`config.mk`:
```
export PLATFORM = sky130hd
export DESIGN_NAME = dq_ctrl
export DESIGN_NICKNAME = d
export VERILOG_FILES = /design/src/dq_pkg.sv /design/src/dq_ctrl.sv
export SDC_FILE = /design/constraint.sdc
export NUM_CORES = 1
export LEC_CHECK = 0
export ABC_AREA = 0
export BUFFER_PORTS_ARGS = -buffer_cell sky130_fd_sc_hd__buf_2
export CORE_MARGIN = 2
export CORE_UTILIZATION = 38
export DETAILED_ROUTE_END_ITERATION = 16
export SETUP_SLACK_MARGIN = 0.02
export SYNTH_ARGS = -nofsm -noshare
export SYNTH_HDL_FRONTEND = slang
export SYNTH_SLANG_ARGS = --single-unit
```
`constraint.sdc`:
```
create_clock -name clk -period 7.33 [get_ports clk]
set_input_delay 2.199 -clock clk [delete_from_list [all_inputs] [get_ports clk]]
set_output_delay 2.199 -clock clk [all_outputs]
set_load 0.02 [all_outputs]
```
`src/dq_pkg.sv`:
```
// shared constants, codes and types for the double-ended queue
// no dependencies
`default_nettype none

package dq_pkg;

  localparam int DEPTH = 256;
  localparam int WIDTH = 32;

  localparam int AW  = (DEPTH > 1) ? $clog2(DEPTH) : 1;
  localparam int CW  = AW + 1;
  localparam int IXW = (CW > 8) ? CW : 8;

  localparam int FUNC_W   = 3;
  localparam int VALUE_W  = 32;
  localparam int INDEX_W  = 8;
  localparam int DATA_W   = 32;
  localparam int STATUS_W = 2;
  localparam int COUNT_W  = 9;

  typedef enum logic [FUNC_W-1:0] {
    FN_PUSH_FRONT = 3'd0,
    FN_PUSH_BACK  = 3'd1,
    FN_POP_FRONT  = 3'd2,
    FN_POP_BACK   = 3'd3,
    FN_READ       = 3'd4
  } func_t;

  typedef enum logic [STATUS_W-1:0] {
    ST_OK    = 2'd0,
    ST_EMPTY = 2'd1,
    ST_FULL  = 2'd2,
    ST_RANGE = 2'd3
  } status_t;

  typedef struct packed {
    logic             we;
    logic             re;
    logic [AW-1:0]    addr;
    logic [WIDTH-1:0] wdata;
  } ram_req_t;

  typedef struct packed {
    logic               valid;
    logic               rd;
    status_t            status;
    logic [COUNT_W-1:0] count;
  } result_t;

endpackage

`default_nettype wire

```
`src/dq_ctrl.sv`:
```
// request decode, front pointer and count of the ring buffer
// depends on dq_pkg
`default_nettype none

module dq_ctrl (
  input  wire logic                         clk,
  input  wire logic                         rst_n,
  input  wire logic                         accept,
  input  wire logic [dq_pkg::FUNC_W-1:0]    func,
  input  wire logic [dq_pkg::VALUE_W-1:0]   value,
  input  wire logic [dq_pkg::INDEX_W-1:0]   index,
  output dq_pkg::ram_req_t                  req,
  output dq_pkg::result_t                   res
);

  localparam int AW  = dq_pkg::AW;
  localparam int CW  = dq_pkg::CW;
  localparam int IXW = dq_pkg::IXW;

  logic [AW-1:0] front_r, front_nxt;
  logic [CW-1:0] count_r, count_nxt;

  logic                  full, empty;
  logic [AW-1:0]         front_dec, front_inc;
  logic [IXW-1:0]        idx_w, cnt_w;
  dq_pkg::status_t       status;
  logic                  rd;

  // slot of the entry at offset off from the front
  function automatic logic [AW-1:0] slot_at(input logic [AW-1:0] fp, input logic [CW-1:0] off);
    logic [CW-1:0] sum;
    sum = {1'b0, fp} + off;
    if (sum >= CW'(dq_pkg::DEPTH)) begin
      sum = sum - CW'(dq_pkg::DEPTH);
    end
    return sum[AW-1:0];
  endfunction

  assign full      = (count_r == CW'(dq_pkg::DEPTH));
  assign empty     = (count_r == '0);
  assign front_dec = (front_r == '0) ? AW'(dq_pkg::DEPTH - 1) : front_r - 1'b1;
  assign front_inc = (front_r == AW'(dq_pkg::DEPTH - 1)) ? '0 : front_r + 1'b1;
  assign idx_w     = IXW'(index);
  assign cnt_w     = IXW'(count_r);

  always_comb begin
    front_nxt = front_r;
    count_nxt = count_r;
    status    = dq_pkg::ST_OK;
    rd        = 1'b0;
    req.we    = 1'b0;
    req.re    = 1'b0;
    req.addr  = front_r;
    req.wdata = dq_pkg::WIDTH'(value);
    unique case (func)
      dq_pkg::FN_PUSH_FRONT: begin
        if (full) begin
          status = dq_pkg::ST_FULL;
        end else begin
          front_nxt = front_dec;
          count_nxt = count_r + 1'b1;
          req.we    = accept;
          req.addr  = front_dec;
        end
      end
      dq_pkg::FN_PUSH_BACK: begin
        if (full) begin
          status = dq_pkg::ST_FULL;
        end else begin
          count_nxt = count_r + 1'b1;
          req.we    = accept;
          req.addr  = slot_at(front_r, count_r);
        end
      end
      dq_pkg::FN_POP_FRONT: begin
        if (empty) begin
          status = dq_pkg::ST_EMPTY;
        end else begin
          front_nxt = front_inc;
          count_nxt = count_r - 1'b1;
          rd        = 1'b1;
          req.re    = accept;
          req.addr  = front_r;
        end
      end
      dq_pkg::FN_POP_BACK: begin
        if (empty) begin
          status = dq_pkg::ST_EMPTY;
        end else begin
          count_nxt = count_r - 1'b1;
          rd        = 1'b1;
          req.re    = accept;
          req.addr  = slot_at(front_r, count_r - 1'b1);
        end
      end
      dq_pkg::FN_READ: begin
        if (empty) begin
          status = dq_pkg::ST_EMPTY;
        end else if (idx_w >= cnt_w) begin
          status = dq_pkg::ST_RANGE;
        end else begin
          rd       = 1'b1;
          req.re   = accept;
          req.addr = slot_at(front_r, CW'(index));
        end
      end
      default: begin
      end
    endcase
  end

  assign res.valid  = accept;
  assign res.rd     = rd;
  assign res.status = status;
  assign res.count  = dq_pkg::COUNT_W'(count_nxt);

  always_ff @(posedge clk) begin
    if (!rst_n) begin
      front_r <= '0;
      count_r <= '0;
    end else if (accept) begin
      front_r <= front_nxt;
      count_r <= count_nxt;
    end
  end

endmodule

`default_nettype wire

```
==> key figures <==
Floorplan
  • Row count: 34
  • I/O pin cnt: slightly above 100
  • DIE AREA: 0.009770 mm²
  • Die height: 98.85 µm
  • Starting Density: 39.20%
  • DIE WIDTH: 98.85 µm
  • Core area: 0.008721 mm²

STA
  • Post-Route Setup TNS: 0 ps
  • # setup viols final: 0
  • Fin crit share: 93.02%
  • Worst slew margin: 24.93%
  • Fmax: between 100 and 150 MHz
  • Final min period: 6818 ps
  • Setup Skew: between 1 and 1.5 ps
  • RSZ-0062 raised after global routing: false
  • Slew Limit Fails: 0
  • Worst hold slack: about 600 ps
  • Worst-Margin Slew: 1124 ps
  • Final Hold Viols: 0

Yosys
  • Cell area after synthesis: 0.003418 mm²
  • Syn Nets: 561
  • Seq/Total Area, Yosys: 9.956%
  • Share of async-settable or async-resettable flops after synthesis: 0%
  • Share of the synthesized area in the top cell type: 12.81%
  • Synth area leader: ha_1
  • Largest cells by area after synthesis: ha_1 (13%), dfxtp_1 (10%), buf_4 (7.5%)
  • Warnings, synthesis: 0
  • Post-synth EDFFs: 0
  • List of most frequent post-synthesis cells: nor2_1 (40), a21oi_1 (39), nand2_1 (37), ha_1 (35)
  • Flops & latches, synth: 17
  • Mapped Cells: 477
  • Synth cell types: 68
  • Post-synth top flop: dfxtp_1
  • Syn_area_per_cell: 7.166 µm²
  • Most frequent cell after synthesis: nor2_1

Run
  • Max_cap viols: 0

Global routing
  • Gr ovfl total: 0
  • Vias in the first global route: 3,318
  • GRT Total Usage: 22.57%
  • Largest net degree at the start of global routing: 23
  • First-pass GRT wire length: 17.80 mm
  • Initial antenna violation count: 0

Run status
  • Status: finished clean

Final layout
  • Nets: 548
  • Synthesis-to-layout area growth: 0.9517%
  • Post-Layout Cell Count: 571
  • Layout cells sized above 1: between 10% and 20%
  • Final Core Density: a little under 40%
  • Diode count: 0

Route
  • DR WL/cell: 19.82 µm
  • First-pass iteration count of the detailed router: 7
  • Vias per Instance: around 6.2
  • DRC Markers: 0
  • Starting DRT DRC Count: 362
  • Via count: 3,567
  • Met1 WL: 5.045 mm
  • DR top layer: met4
  • Metal3 WL: 724 µm
  • Routed WL: 11.32 mm
  • Met2 routed WL: around 5 mm
  • Routed Antenna Nets: 0

Worst setup path
  • Critical Path End Type: output port
  • Reg2reg start: cnt_w[0]
  • Required time worst endpoint: 5130 ps
  • R2R Path End: front_r[2]
  • Crit path DAT: 4620 ps
  • Critical Path Start Type: primary input
  • Worst Reg-to-Reg Cells: 9
  • WS Path Type: in2out
  • Internal reg-to-reg setup slack: ~3800 ps
  • Crit path max fanout: 7

Placed design
  • Placed Instances: 567
  • Routability Congestion: 0.9771
  • Detailed placement HPWL: 8.677 mm
  • Port Buffers: 36

Clock network
  • Hold buffers post-CTS: 0
  • Clk buf depth: 2
  • Clock Latency Late Sink: 250 ps
  • Post-CTS setup buffers: 0
  • Root buffer cell: clkbuf_8
  • Num CTS Buffers: 3
  • CTS resizes: 0
  • CTS clk-pin slew, worst paths: 60 ps
  • CTS tree: done
  • H-tree depth: 1
  • CTS Sinks: 17

Worst hold path
  • Hold path start: front_r[7]
  • Worst Hold Path EP: front_r[7]
  • Hold Path Depth: 2
  • Hold Crit Class: reg2reg

Pwr
  • Power density over the cells: 150.4 mW/mm²
  • Switching part of the total: 49.74%
  • Psw: 0.2582 mW
  • Leakage: ~1.5 nW
  • Share of total power in the clock network: 13.3%
  • Max IR drop VDD: 0.07728 mV
  • P_int: 0.2609 mW
  • Sequential group share of total power: 23.5%
  • Comb power frac: between 60% and 70%
[area by class of cell]
class,instances,area [µm²]
timing repair buffer,41,217.7
inverter,27,101.3
clock buffer,4,45.04
sequential,17,340.3
multi-input combinational,374,2611
tap,108,135.1
fill,910,5270
[logic make-up (layout without fill, tap and decap cells)]
logic type	count (synthesis)	after routing	share of synthesized area, %
flip-flops	17	17	9.956
XOR/XNOR	21	21	5.381
multiplexers	13	13	3.843
adder cells (fa/ha/maj)	38	38	14.57
AND/OR/NAND/NOR	147	147	22.40
buffers and inverters	86	72	13.65
AO/OA/AOI/OAI	155	155	30.20
[layout by cell type (no fill, tap or decap), types with 3 or more instances in the layout]
cell        n
xnor2_1    15
o211ai_1    4
o21a_1     10
a31oi_1     8
o21ai_0    34
nor4_1      3
o22ai_1     8
ha_1       35
and2_1      3
nand2_1    37
nand2b_1    3
fa_1        3
nand3_1    14
a211oi_1    4
o2111ai_1   3
buf_4       5
a21o_1     10
nor2b_1     4
a221oi_1    3
and3_1      7
buf_2      36
nand4_1     5
a22oi_1     5
a21oi_1    39
inv_1      26
clkbuf_8    3
nand3b_1    3
nor2_1     40
dfxtp_1    17
xor2_1      6
nor3_1     12
o31ai_1     3
mux2i_1    12
o211a_1     3
[worst max-delay path by stage]
stage                     startpoint       to  cells past startpoint
after CTS                   index[0]  req[36]                     11
final                       index[0]  req[36]                     11
after global routing        index[0]  req[36]                     11
after floorplan             index[0]  req[36]                      9
after global placement      index[0]  req[36]                     11
after detailed placement    index[0]  req[36]                     11
[critical path, stage by stage]
cell	delay (ps)
buf_2	90
inv_1	40
ha_1	270
nand2b_1	130
a2111oi_0	530
o211ai_1	280
a211oi_2	470
nand2_1	150
o211ai_1	130
a22o_1	160
buf_2	160
[stage by stage]
stage | power (mW) | setup slack, ps | area [µm²]
finish | 0.5190 | 511.8 | 3451
global route | 0.5548 | 263.6 | 3451
CTS | 0.5160 | 488.2 | 3451
detailed placement | 0.4445 | 497.3 | 3406
global placement | 0.4439 | 593.9 | 3406
floorplan | 0.3830 | 989.4 | 3418
[sequential cells by signal (all words and copies together) (netlist names)]
| register | count |
|---|---|
| front_r | 8 |
| cnt_w | 9 |
[routing by layer]
metal  up-vias  track usage [%]
met2       188            35.40
li1       1685                -
met4         0            9.694
met3        33            2.057
met1      1661            31.52
met5         -                0
[power by group through the flow]
stage	clock, mW	sequential (mW)	combinational (mW)
final	0.0689	0.122	0.328
after detailed placement	0	0.123	0.322
after CTS	0.0708	0.121	0.324
after global placement	0	0.123	0.321
after floorplan	0	0.109	0.274
after global routing	0.0750	0.123	0.357
No activity file was read; power rests on OpenSTA's default activity.
